<file path="config.mk">
export PLATFORM = sky130hd
export DESIGN_NAME = hist2_bin_map
export DESIGN_NICKNAME = d
export VERILOG_FILES = /design/src/rtl/hist2_pkg.sv /design/src/rtl/hist2_bin_map.sv
export SDC_FILE = /design/constraint.sdc
export NUM_CORES = 1
export LEC_CHECK = 0
export ABC_AREA = 1
export BUFFER_PORTS_ARGS = -buffer_cell sky130_fd_sc_hd__buf_2
export CORE_UTILIZATION = 35
export CTS_BUF_LIST = sky130_fd_sc_hd__clkbuf_8
export CTS_CLUSTER_SIZE = 14
export DETAILED_ROUTE_END_ITERATION = 10
export PLACE_DENSITY_LB_ADDON = 0.1
export SETUP_SLACK_MARGIN = 0.5
export SYNTH_ARGS = -nofsm -noshare
export SYNTH_HDL_FRONTEND = slang
export SYNTH_SLANG_ARGS = --single-unit
</file>
<file path="constraint.sdc">
create_clock -name clk -period 13.9 [get_ports clk]
set_clock_uncertainty 0.1 [all_clocks]
set_input_delay 2.78 -clock clk [delete_from_list [all_inputs] [get_ports clk]]
set_output_delay 2.78 -clock clk [all_outputs]
set_load 0.02 [all_outputs]
</file>
<file path="src/rtl/hist2_pkg.sv">
// Shared constants and types of the weighted two-dimensional histogram.
`default_nettype none

package hist2_pkg;

	// Store geometry
	localparam int MAX_BINS_X = 64;
	localparam int MAX_BINS_Y = 64;
	localparam int DEPTH      = MAX_BINS_X * MAX_BINS_Y;
	localparam int ADDR_W     = $clog2(DEPTH);

	// Bin counting: CNT_W holds a count up to the larger limit, BIN_W a bin index
	localparam int MAX_BIN_LIMIT = (MAX_BINS_X > MAX_BINS_Y) ? MAX_BINS_X : MAX_BINS_Y;
	localparam int CNT_W         = $clog2(MAX_BIN_LIMIT + 1);
	localparam int BIN_W         = (MAX_BIN_LIMIT > 1) ? $clog2(MAX_BIN_LIMIT) : 1;

	// Field widths
	localparam int SAMPLE_W = 16;
	localparam int WEIGHT_W = 16;
	localparam int VALUE_W  = 32;
	localparam int IDX_W    = 6;
	localparam int RAW_CNT_W = 7;

	// Request kinds
	localparam logic [1:0] REQ_INSERT = 2'd0;
	localparam logic [1:0] REQ_READ   = 2'd1;
	localparam logic [1:0] REQ_CLEAR  = 2'd2;
	localparam logic [1:0] REQ_NONE   = 2'd3;

	// Configuration register indexes
	localparam logic [2:0] CFG_MIN_X  = 3'd0;
	localparam logic [2:0] CFG_MAX_X  = 3'd1;
	localparam logic [2:0] CFG_MIN_Y  = 3'd2;
	localparam logic [2:0] CFG_MAX_Y  = 3'd3;
	localparam logic [2:0] CFG_BINS_X = 3'd4;
	localparam logic [2:0] CFG_BINS_Y = 3'd5;

	typedef struct packed {
		logic signed [SAMPLE_W-1:0] min_x;
		logic signed [SAMPLE_W-1:0] max_x;
		logic signed [SAMPLE_W-1:0] min_y;
		logic signed [SAMPLE_W-1:0] max_y;
		logic [CNT_W-1:0]           nx;
		logic [CNT_W-1:0]           ny;
	} cfg_t;

	typedef struct packed {
		logic             done;
		logic             ok;
		logic [BIN_W-1:0] bin;
	} map_res_t;

endpackage

`default_nettype wire

</file>
<file path="src/rtl/hist2_bin_map.sv">
// One axis: range check, scale by bin count and bit-serial divide by the range width.
`default_nettype none

module hist2_bin_map
	import hist2_pkg::*;
(
	input  wire logic                       clk,
	input  wire logic                       arst_n,
	input  wire logic                       start,
	input  wire logic signed [SAMPLE_W-1:0] sample,
	input  wire logic signed [SAMPLE_W-1:0] lo,
	input  wire logic signed [SAMPLE_W-1:0] hi,
	input  wire logic [CNT_W-1:0]           count,
	output map_res_t                        res
);

	localparam int PROD_W = CNT_W + SAMPLE_W;
	localparam int STEP_W = $clog2(CNT_W + 1);

	logic [SAMPLE_W-1:0] off_q, span_q;
	logic [CNT_W-1:0]    n_q, quo_q;
	logic                ok_q, zero_q;
	logic [PROD_W-1:0]   rem_q, dvs_q;
	logic                load_q, run_q, done_q;
	logic [STEP_W-1:0]   step_q;

	logic [SAMPLE_W:0]   off_w, span_w;
	logic                fits;

	assign off_w  = {sample[SAMPLE_W-1], sample} - {lo[SAMPLE_W-1], lo};
	assign span_w = {hi[SAMPLE_W-1], hi} - {lo[SAMPLE_W-1], lo};
	assign fits   = rem_q >= dvs_q;

	always_ff @(posedge clk or negedge arst_n) begin
		if (!arst_n) begin
			load_q <= 1'b0;
			run_q  <= 1'b0;
			done_q <= 1'b0;
			step_q <= '0;
			ok_q   <= 1'b0;
		end else begin
			done_q <= 1'b0;
			if (start) begin
				load_q <= 1'b1;
				ok_q   <= (sample >= lo) && (sample <= hi);
			end else if (load_q) begin
				load_q <= 1'b0;
				run_q  <= 1'b1;
				step_q <= STEP_W'(CNT_W);
			end else if (run_q) begin
				step_q <= step_q - STEP_W'(1);
				if (step_q == STEP_W'(1)) begin
					run_q  <= 1'b0;
					done_q <= 1'b1;
				end
			end
		end
	end

	// Datapath: latch operands, form n*off, then one quotient bit per cycle
	always_ff @(posedge clk) begin
		if (start) begin
			off_q  <= off_w[SAMPLE_W-1:0];
			span_q <= span_w[SAMPLE_W-1:0];
			zero_q <= span_w == '0;
			n_q    <= count;
		end else if (load_q) begin
			rem_q <= PROD_W'(n_q) * PROD_W'(off_q);
			dvs_q <= PROD_W'(span_q) << (CNT_W - 1);
			quo_q <= '0;
		end else if (run_q) begin
			if (fits)
				rem_q <= rem_q - dvs_q;
			quo_q <= {quo_q[CNT_W-2:0], fits};
			dvs_q <= dvs_q >> 1;
		end
	end

	// A sample equal to the top of a range of nonzero width lands in the last bin; a zero-width range maps to bin 0
	always_comb begin
		res.done = done_q;
		res.ok   = ok_q;
		if (zero_q)
			res.bin = '0;
		else if (quo_q >= n_q)
			res.bin = BIN_W'(n_q - CNT_W'(1));
		else
			res.bin = BIN_W'(quo_q);
	end

endmodule

`default_nettype wire

</file>
==> results.ini <==
[logic_synthesis]
synth_edf_count = 92
synth_top_area_share_pct = 24.0
synth_top_cells_by_count = 425 x nand2_1, 351 x inv_1, 121 x ha_1
mappedNetlistNets = 1831
syn_avg_cell_area_um2 = 7.28
synth_most_common_cell = nand2_1
yosys_warnings = 0
async_flop_share_pct = 7.07
ys_ff_latch = 99
synthCells = 1580
synth-main-ff-cell = edfxtp_1
syn_area_um2 = 11500
synth_cell_type_count = 43
seq_area_frac_synth_pct = 25.5
synth_area_leaders = edfxtp_1 24%, nand2_1 14%, ha_1 13%, fa_1 13%, inv_1 11%
synth_top_area_cell = edfxtp_1

[timing]
tightest_slew_ns = 1.04
finalCritPeriodShare_pct = 42.1
rsz0062_at_grt = no
hold_viol = 0
drv_slew = 0
finalSetupViolations = 0
period_minus_slack_ns = 5.85
worst_slack_ns = 8.05
hold_ws_ns = 0.389
fmax_ghz = 0.171
slew_headroom_pct = 30.3
fin_tns_setup_ns = 0

[critical_path]
crit_type = reg2out
cp_cell_sequence = inv_1 > ha_1 > nand2_1 > o2111ai_1 > nand3_1 > nand2_1 > nor2_1 > buf_2
arrival_ns = 2.97
critPathMostFrequentCell = nand2_1
crit_fanout = 17
path_depth = 8
critPathLaunchType = flip-flop
worst_ep_required_time_ns = 11.02
slowest_delay_ns = 0.75
crit_family = compound AO/OA/AOI/OAI gates
rr_worst_depth = 18
slowest_stage = o2111ai_1
cp_num_buf_inv = 2
cp-end-kind = primary output
reg2reg_slack_ns = 8.89

[detailed_routing]
drc = 0
routed_wirelength_mm = 30.4
wl_per_cell_um = 14.6
first_iter_violations = 422
postRouteAntennaNets = 0
dr.pass1.iters = 5
via_per_inst = 4.69
vias = 9777

[global_routing]
grt_pass1_wl_mm = 51.4
track_usage_pct = 19.5
antenna_found_initial = 0
grt_max_degree = 75
overflow = 0
grt_pass1_vias = 10200

[worst_hold_path]
holdPathStages = 2
hold_class = reg2reg

[clocking]
cts_tree = built
cts.path.max_buffers = 2
postCtsSetupBuffers = 0
path_clk_slew_ns = 0.13
cts_resized = 0
clk_latency_ns = 0.41
cts_hold_buf = 0
numClockSinks = 99
cts_buffers = 9
cts_root_buf = clkbuf_8
htreeDepth = 3

[floorplanning]
dieArea_um2 = 33600
fp.dieH_um = 183
die_w_um = 183
ioPinCount = 66
start_util_pct = 35.4
core_um2 = 32500
row_count = 66

[placed_design]
dp_slack_ns = 8.50
dp.final_hpwl_mm = 25.2
gp_congestion = 0.885
port_buffers = 65
dp.cells = 2068

[status]
status = finished clean

[run]
drv_cap = 0

[power_and_ir_drop]
peakVddDrop_uv = 124
leakage_uw = 0.00694
cellPowerDensity_nw_per_um2 = 199

[cells_and_area]
nets = 1888
drive_gt1_share_pct = 7.61
n_fill_cell = 3471
final_util_pct = 38.6
regArea_um2 = 2940
final_cell_count_no_fill = 2084
multi_input_area_um2 = 7120
synthToLayoutAreaGrowth_pct = 9.01
antenna_cells = 0

## cells by family after synthesis
logic type,synth area share (%)
AO/OA/AOI/OAI,9.77
XOR/XNOR,1.75
adder cells (fa/ha/maj),25.7
buffers and inverters,12.6
flip-flops,25.5
AND/OR/NAND/NOR,24.7
## metal layers
metal  vias up  share of wire, %  GRT usage [%]
met3        24               3.3           2.07
li1       5073                 -              -
met2       168                49           35.3
met1      4512                47           25.0
met4         0               1.3           4.23
met5         -                 0              0
## worst min-delay path: cells and delay by family (launching register included)
family           cells  cell delay [ns]
and+or+nand+nor      2             0.10
DFF                  1             0.36
## power by group
group | total (uW) | leakage (uW) | internal [uW] | switching, uW
Combinational | 1800 | 0.00583 | 631 | 1170
Clock | 214 | 0.000112 | 88.5 | 126
Sequential | 483 | 0.000995 | 435 | 48.5
Total | 2500 | 0.00694 | 1150 | 1350
## metrics by stage
| step | power [uW] | area (um2) |
|---|---|---|
| after global routing | 2840 | 12500 |
| after detailed placement | 2310 | 12300 |
| after floorplan | 1820 | 11500 |
| after CTS | 2540 | 12500 |
| final | 2500 | 12500 |
| after global placement | 2310 | 12300 |
## final timing paths
kind / start / end
setup reg to reg: n_q[6] / rem_q[20]
hold reg to reg: ok_q / ok_q
min in group asynchronous: arst_n / step_q[1]
hold / removal: ok_q / ok_q
max in group asynchronous: arst_n / load_q
setup / recovery: n_q[5] / res[3]
## layout by cell type (no fill, tap or decap), drive strengths merged, types with 5 or more instances in the layout
cell	n
dfrtp	7
o21ai	80
buf	73
o21bai	6
nor2	117
fa	72
clkbuf	9
edfxtp	92
nand4	20
nand3	70
o21a	5
nand2	440
xor2	13
xnor2	10
ha	121
nand3b	12
a21oi	100
inv	357
nor3	12
## flip-flops by register name, indices dropped and copies added (netlist names)
name	count
done_q	1
dvs_q	22
load_q	1
n_q	7
off_q	16
ok_q	1
quo_q	7
rem_q	23
run_q	1
span_q	16
step_q	3
zero_q	1
## final cells by class
class	count	share of cell area [%]
Clock buffer	9	0.988
Tap cell	442	4.41
Multi-Input combinational cell	1100	56.8
Sequential cell	99	23.4
Inverter	354	10.6
Clock inverter	7	0.728
Timing Repair Buffer	73	3.07
No activity file was read; power rests on OpenSTA's default activity.
