<file path="src/rtl/hist2_pkg.sv">
// Shared constants and types of the weighted two-dimensional histogram.
`default_nettype none

package hist2_pkg;

	// Store geometry
	localparam int MAX_BINS_X = 64;
	localparam int MAX_BINS_Y = 64;
	localparam int DEPTH      = MAX_BINS_X * MAX_BINS_Y;
	localparam int ADDR_W     = $clog2(DEPTH);

	// Bin counting: CNT_W holds a count up to the larger limit, BIN_W a bin index
	localparam int MAX_BIN_LIMIT = (MAX_BINS_X > MAX_BINS_Y) ? MAX_BINS_X : MAX_BINS_Y;
	localparam int CNT_W         = $clog2(MAX_BIN_LIMIT + 1);
	localparam int BIN_W         = (MAX_BIN_LIMIT > 1) ? $clog2(MAX_BIN_LIMIT) : 1;

	// Field widths
	localparam int SAMPLE_W = 16;
	localparam int WEIGHT_W = 16;
	localparam int VALUE_W  = 32;
	localparam int IDX_W    = 6;
	localparam int RAW_CNT_W = 7;

	// Request kinds
	localparam logic [1:0] REQ_INSERT = 2'd0;
	localparam logic [1:0] REQ_READ   = 2'd1;
	localparam logic [1:0] REQ_CLEAR  = 2'd2;
	localparam logic [1:0] REQ_NONE   = 2'd3;

	// Configuration register indexes
	localparam logic [2:0] CFG_MIN_X  = 3'd0;
	localparam logic [2:0] CFG_MAX_X  = 3'd1;
	localparam logic [2:0] CFG_MIN_Y  = 3'd2;
	localparam logic [2:0] CFG_MAX_Y  = 3'd3;
	localparam logic [2:0] CFG_BINS_X = 3'd4;
	localparam logic [2:0] CFG_BINS_Y = 3'd5;

	typedef struct packed {
		logic signed [SAMPLE_W-1:0] min_x;
		logic signed [SAMPLE_W-1:0] max_x;
		logic signed [SAMPLE_W-1:0] min_y;
		logic signed [SAMPLE_W-1:0] max_y;
		logic [CNT_W-1:0]           nx;
		logic [CNT_W-1:0]           ny;
	} cfg_t;

	typedef struct packed {
		logic             done;
		logic             ok;
		logic [BIN_W-1:0] bin;
	} map_res_t;

endpackage

`default_nettype wire

</file>
<file path="src/rtl/hist2_cfg.sv">
// Configuration registers with effective bin counts.
`default_nettype none

module hist2_cfg
	import hist2_pkg::*;
(
	input  wire logic                clk,
	input  wire logic                arst_n,
	input  wire logic                wr_en,
	input  wire logic [2:0]          wr_index,
	input  wire logic [SAMPLE_W-1:0] wr_data,
	output cfg_t                     cfg
);

	logic signed [SAMPLE_W-1:0] min_x_q, max_x_q, min_y_q, max_y_q;
	logic [RAW_CNT_W-1:0]       bins_x_q, bins_y_q;

	always_ff @(posedge clk or negedge arst_n) begin
		if (!arst_n) begin
			min_x_q  <= '0;
			max_x_q  <= SAMPLE_W'(16'sd32767);
			min_y_q  <= '0;
			max_y_q  <= SAMPLE_W'(16'sd32767);
			bins_x_q <= RAW_CNT_W'(64);
			bins_y_q <= RAW_CNT_W'(64);
		end else if (wr_en) begin
			unique case (wr_index)
				CFG_MIN_X:  min_x_q  <= wr_data;
				CFG_MAX_X:  max_x_q  <= wr_data;
				CFG_MIN_Y:  min_y_q  <= wr_data;
				CFG_MAX_Y:  max_y_q  <= wr_data;
				CFG_BINS_X: bins_x_q <= wr_data[RAW_CNT_W-1:0];
				CFG_BINS_Y: bins_y_q <= wr_data[RAW_CNT_W-1:0];
				default: ;
			endcase
		end
	end

	// Treat a zero count as one and clamp to the store size
	always_comb begin
		cfg.min_x = min_x_q;
		cfg.max_x = max_x_q;
		cfg.min_y = min_y_q;
		cfg.max_y = max_y_q;
		if (bins_x_q == '0)
			cfg.nx = CNT_W'(1);
		else if (32'(bins_x_q) > MAX_BINS_X)
			cfg.nx = CNT_W'(MAX_BINS_X);
		else
			cfg.nx = CNT_W'(bins_x_q);
		if (bins_y_q == '0)
			cfg.ny = CNT_W'(1);
		else if (32'(bins_y_q) > MAX_BINS_Y)
			cfg.ny = CNT_W'(MAX_BINS_Y);
		else
			cfg.ny = CNT_W'(bins_y_q);
	end

endmodule

`default_nettype wire

</file>
<file path="config.mk">
export PLATFORM = sky130hd
export DESIGN_NAME = hist2_cfg
export DESIGN_NICKNAME = d
export VERILOG_FILES = /design/src/rtl/hist2_pkg.sv /design/src/rtl/hist2_cfg.sv
export SDC_FILE = /design/constraint.sdc
export NUM_CORES = 1
export LEC_CHECK = 0
export CORE_ASPECT_RATIO = 0.75
export CORE_UTILIZATION = 30
export CTS_BUF_LIST = sky130_fd_sc_hd__clkbuf_16
export DETAILED_ROUTE_END_ITERATION = 6
export DONT_BUFFER_PORTS = 1
export GPL_TIMING_DRIVEN = 0
export PLACE_DENSITY = 0.45
export REMOVE_ABC_BUFFERS = 1
export SETUP_SLACK_MARGIN = 0.05
export SLEW_MARGIN = 20
export SYNTH_ARGS = -nofsm -noshare
export SYNTH_HDL_FRONTEND = slang
export SYNTH_SLANG_ARGS = --single-unit
</file>
<file path="constraint.sdc">
create_clock -name clk -period 1.8 [get_ports clk]
set_clock_uncertainty 0.2 [all_clocks]
set_input_delay 0.09 -clock clk [delete_from_list [all_inputs] [get_ports clk]]
set_output_delay 0.09 -clock clk [all_outputs]
set_load 0.1 [all_outputs]
</file>
==> results of run 1 <==
[logic make-up after synthesis]
kind of cell / count (synthesis)
buffers and inverters: 10
muxes: 78
and+or+nand+nor: 20
DFF: 78
AOI/OAI and AO/OA: 2
[sequential cells by signal, indices dropped and copies added (netlist names)]
name	cells
min_x_q	16
bins_y_q	7
max_y_q	16
max_x_q	16
bins_x_q	7
min_y_q	16
[worst max-delay path: cells and delay by family, from the launching register on]
| family | cells | cell delay, ns |
|---|---|---|
| buffers and inverters | 1 | 0.19 |
| AO/OA/AOI/OAI | 1 | 0.08 |
| AND/OR/NAND/NOR | 1 | 0.22 |
| flip-flops | 1 | 0.86 |
[routing by layer]
layer | share of wire, % | routed length (µm)
met1 | 39 | 2746
met2 | 51 | 3570
met3 | 9.2 | 649
met4 | 1.1 | 80
met5 | 0 | 0
[per-stage QoR]
stage	TNS, ns	setup slack, ns	util [%]
floorplan	-8.994	-2.265	-
global placement	-13.59	-2.383	32.52
detailed placement	0	0.0005936	33.46
CTS	-0.9777	-0.1932	39.59
global route	-1.112	-0.2113	39.59
finish	-0.8194	-0.1713	39.59
[layout make-up]
type | count | area, µm²
clock buffer | 9 | 225.2
tap | 132 | 165.2
sequential | 78 | 1999
timing repair buffer | 22 | 229.0
fill | 927 | 5998
multi-input combinational | 100 | 1181
clock inverter | 7 | 131.4
[synth_stat cells (2+ instances only)]
cell type  instances  share of area, %
and4bb_2           3               1.2
buf_2              2              0.32
nand2b_1           2              0.40
dfstp_2           32                27
clkbuf_1           2              0.24
buf_6              6               2.1
o41ai_1            2              0.56
dfrtp_1           46                37
nor2b_1           10               2.0
mux2_2            77                28
or3_1              2              0.40
[repair_timing]
action,4_1_cts,5_1_grt
setup buffers,2,0
hold endpoints to repair,156,83
resized for setup,16,0
endpoints found under the setup margin,12,12
[path summary, 6_finish.rpt]
kind	startpoint	end	slack (ns)	depth (start not counted)
worst max register to register	bins_x_q[6]	bins_x_q[6]	0.27	2
max in group asynchronous	arst_n	max_y_q[12]	1.93	0
worst min register to register	bins_y_q[0]	bins_y_q[0]	0.32	1
worst max-delay path	bins_x_q[6]	cfg[7]	-0.17	3
min in group clk	wr_index[2]	min_x_q[4]	-0.12	2
worst min-delay path	arst_n	min_x_q[6]	-0.74	0
==> metrics list, run 1 <==
* GR Overflow Total: 0
* First-pass iteration count of the detailed router: 4
- Data arrival, critical path: 1.68 ns
* TritonCTS clock tree: yes
* Via count normalized by instance count: 4.891
- Vias in the first global route: 1819
- For this design, the slowest cell found on the critical path is dfstp_4.
- Number of antenna violations at the first check in global routing: 0
- In the synthesized netlist the dominant register cell turns out to be dfrtp_1.
- Once placement finished, the instance area stood at 3322 µm².
* Adder and majority gate portion of the synthesized area: 0%
- Leading cell type in the layout, fill and taps excluded: mux2_2
* Number of setup violations in the final report: 6
- Smallest hold slack: -0.7428 ns
- After clock tree synthesis, the flow added hold-fix buffers numbering 16.
* Dpl cells: 314
- Once routing completed, OpenROAD measured the worst setup slack at -0.1713 ns.
* GRT Util Overall: 13.74%
* Number of diodes added for antenna fixing: 0
* Global-route wire length before repair: 10900 µm
* CTS sink count: 78
- Reg clk slew, reported paths: 0.05 ns
* DR DRC count: 0
- After floorplanning, the core was divided into 31 placement rows.
- DRT antenna net count: 0
- The post-route netlist has 68.06% of its cells at a drive strength greater than 1.
* Kind of critical path: flop to output port
- After legalization and detailed placement, the total HPWL measured 4745 µm.
- The synthesized design contains 78 register bits.
- Number of enable-type register cells in the synthesized netlist: 0
- The congestion estimate from routability-driven global placement came to 0.6805.
* Commonest cells after routing, fill and taps aside: 77 x mux2_2, 46 x dfrtp_1, 30 x dfstp_2
- Overall die width: 120.3 µm
- Die area: 10920 µm²
- Once layout is done, the placed cells without fillers occupy 3931 µm².
* Post-synthesis mux area share: 28.01%
* Share of the clock period used by the worst path: 109.5%
* Root buffer selected by CTS: clkbuf_16
- Max-Slew Margin vs Limit: 38.01%
* Pin count of the biggest net entering global routing: 79
- After detailed routing, the total wire length is 7046 µm.
- At the worst endpoint, the required time is 1.51 ns.
* Layout area overhead: 24.83%
- During placement, the flow inserted port buffers numbering 0.
- The H-tree was split into 3 levels.
* Initial Utilization: 31.72%
* Post-synthesis sequential area ratio: 63.25%
- Final Hold Fails: 83
- Unrepaired setup endpoints after global routing: true
* Number of clock buffers inserted by TritonCTS: 9
- The global routing stage identified its most utilized layer as met2.
- In the final routed layout, each cell accounts on average for 20.25 µm.
- Insertion delay of the later-clocked pin in the worst-skew pair: 0.33 ns
- Max capacitance violation total: 0
- At the pin with the least slew margin, the transition time is 0.9298 ns.
* Core area: 9930 µm²
* Syn. warnings: 0
- In this run the cell area of the synthesized design comes to 3149 µm².
- The checks that failed: negative hold slack, negative setup slack.
- Of the total synthesized cell area, the portion taken by AND, OR, NAND and NOR gates is 5.483%.
* Ys async rst share: 100.0%
- Vias after detailed routing: 1702
* Kind of path behind the tightest hold check: input pin to async pin
- First-iteration detailed-routing DRC count: 45
- Outcome: finished, violations left
* Layout Nets: 233
- Nature of the critical path startpoint: flop
* Max Transition Viols Final: 0
- After the flow finishes, the layout carries non-filler instances totaling 348.
- Compound-Gate Fraction of Synth Area: 0.5562%
* Crit path time final: 1.971 ns
- Global routing used 15.78% of the available met1 tracks.
* Combinational family with the most area after synthesis: multiplexers
- Global-route met2 utilization: 22.61%
* Cell count after synthesis: 188
- In this design, the stage delay of the slowest critical-path cell is 0.86 ns.
- In this run the deepest clock path goes through 2 buffers.
- Summing the areas of all xor and xnor instances in the mapped netlist gives 0% of the synthesized area.
- Die height: 90.73 µm
- STA classifies the critical path endpoint as an output port.
- Max FO, Critical Path: 7
- Number of library cell types mapped by synthesis: 15
- Syn avg cell area: 16.75 µm²
* Sequence of cells on the critical path: nand2b_4, o41ai_4, buf_8
- For this run, global-route usage on met3 was measured as 6.250%.
- Maximum operating frequency: 507.3 MHz
- For this design the top-level I/O count stands at 100.
Power of run 1 is not shown: default switching activity piles up to over one toggle a cycle in this logic, so the estimate is an artifact.
==> inputs of run 2 (changes only) <==
- MAX_ROUTING_LAYER: default -> met4
==> metrics list, run 2 (same netlist as run 1, synthesis figures left out) <==
* CTS sink count: 78
* Met1 track demand over resource: 15.74%
- Num rows: 31
* Reg clk slew, reported paths: 0.05 ns
- Via count normalized by instance count: 4.902
* Core area: 9930 µm²
* Smallest hold slack: -0.7419 ns
- Setup repair after global routing could not meet its margin everywhere.
- Root buffer selected by CTS: clkbuf_16
* Required @ worst endpoint: 1.51 ns
* Vias after detailed routing: 1706
- The filler cells instantiated in the layout total 927.
- Max capacitance violation total: 0
- The die is 120.3 µm wide.
- The clock reaches the later pin of the worst-skew pair after 0.33 ns.
* Fraction of layout instances using a drive strength above 1: 68.06%
* Final standard cell utilization of the core: 39.59%
- GR Overflow Total: 0
* Longest Clk Path Bufs: 2
* Initial Utilization: 31.72%
- Most crowded layer after global routing: met2
- Maximum operating frequency: 507.2 MHz
* Detailed placer's ending HPWL: 4745 µm
- After detailed routing, the number of remaining DRC violations is 0.
- The run finished, with violations left.
- For this block, the routed nets add up to 6986 µm of wire.
* Slew of the pin with the lowest slew margin: 0.9298 ns
- In this run the worst path has a maximum fanout of 7.
- In this run, placement finished with an instance count of 314.
- DRT antenna net count: 0
- The detailed router finished its first iteration with 39 violations.
* Number of setup violations in the final report: 6
- Pin count of the biggest net entering global routing: 79
- The final reports fail on negative hold slack, negative setup slack.
* Number of diodes added for antenna fixing: 0
- The number of cells on the worst reg-to-reg path is 2.
- The total count of hold-check failures in the final report came to 83.
- In this run the vertical extent of the chip is 90.73 µm.
- After the flow finishes, the layout carries non-filler instances totaling 348.
- Prior to clock tree synthesis, the placed netlist has a worst setup slack of 0.0005936 ns.
- Quantity of I/O buffers inserted on ports: 0
- The H-tree was split into 3 levels.
- Kind of critical path: flop to output port
- Nature of the critical path endpoint: output port
- Nature of the critical path startpoint: flop
- Commonest cells after routing, fill and taps aside: 77 x mux2_2, 46 x dfrtp_1, 30 x dfstp_2
- For this design, the CTS-stage hold fixing added 16 buffers.
* Met3 track utilization from global routing: 6.061%
- The library cell used most frequently in the layout, excluding fill and tap cells, is mux2_2.
- Final estimated routing congestion in global placement: 0.6874
- Kind of path behind the tightest hold check: input pin to async pin
- Subtracting the final worst setup slack from the clock period gives 1.972 ns.
- The number of antenna violations at the first check in global routing was 0.
- Headroom to the max-slew limit came out at 38.02%.
* Number of clock buffers inserted by TritonCTS: 9
- Max Transition Viols Final: 0
- Global-route met2 utilization: 22.65%
- At the end of the flow, the number of nets in the layout was 233.
* Layout area overhead: 24.83%
- Dividing the detail-routed wire length by the instance count gives 20.07 µm.
* Number of top-level design ports: 100
- After layout, the worst setup slack is -0.1715 ns.
* Share of the clock period used by the worst path: 109.5%
- The die covers 10920 µm².
- Vias in the first global route: 1819
* Global-route wire length before repair: 10890 µm
- First-pass iteration count of the detailed router: 4
- Data arrival, critical path: 1.68 ns
* GRT Util Overall: 14.10%
* TritonCTS clock tree: yes
==> run 2: path summary, 6_finish.rpt <==
check	from	to	slack (ns)
worst min-delay path	arst_n	min_x_q[6]	-0.74
max in group asynchronous	arst_n	max_x_q[11]	1.95
worst max register to register	bins_x_q[6]	bins_x_q[6]	0.27
worst max-delay path	bins_x_q[6]	cfg[7]	-0.17
min in group clk	wr_index[2]	min_x_q[4]	-0.12
worst min register to register	bins_y_q[0]	bins_y_q[0]	0.33
==> run 2: layout make-up <==
| type | instances | area [µm²] | share of cell area, % |
|---|---|---|---|
| Clock inverter | 7 | 131.4 | 3.342 |
| Clock buffer | 9 | 225.2 | 5.729 |
| Sequential cell | 78 | 1999 | 50.86 |
| Multi-Input combinational cell | 100 | 1181 | 30.04 |
| Timing Repair Buffer | 22 | 229.0 | 5.824 |
| Tap cell | 132 | 165.2 | 4.201 |
==> run 2: worst max-delay path, stage by stage, from the launching register on <==
cell      delay [ns]
dfstp_4         0.86
nand2b_4        0.22
o41ai_4         0.08
buf_8           0.19
==> run 2: what timing repair did <==
item / CTS / global route
setup buffers: 2 / 0
resized for setup: 16 / 0
pin swaps: 0 / 0
hold endpoints to repair: 156 / 83
setup endpoints to repair: 12 / 12
==> run 2: per-stage QoR <==
stage	cell area, µm²	TNS [ns]
6_report	3931	-0.8130
5_1_grt	3931	-1.112
4_1_cts	3931	-0.9777
3_5_place_dp	3322	0
3_3_place_gp	3229	-13.59
2_1_floorplan	3064	-8.994
==> run 2: per-layer routing <==
layer  share of wire, %  wire length (µm)  vias up
met5                  0                 0        -
met4                1.1                80        0
met3                9.4               654        9
met2                 51              3548       69
met1                 39              2703      910
li1                   -                 -      718
Power of run 2 is left out for the same reason.
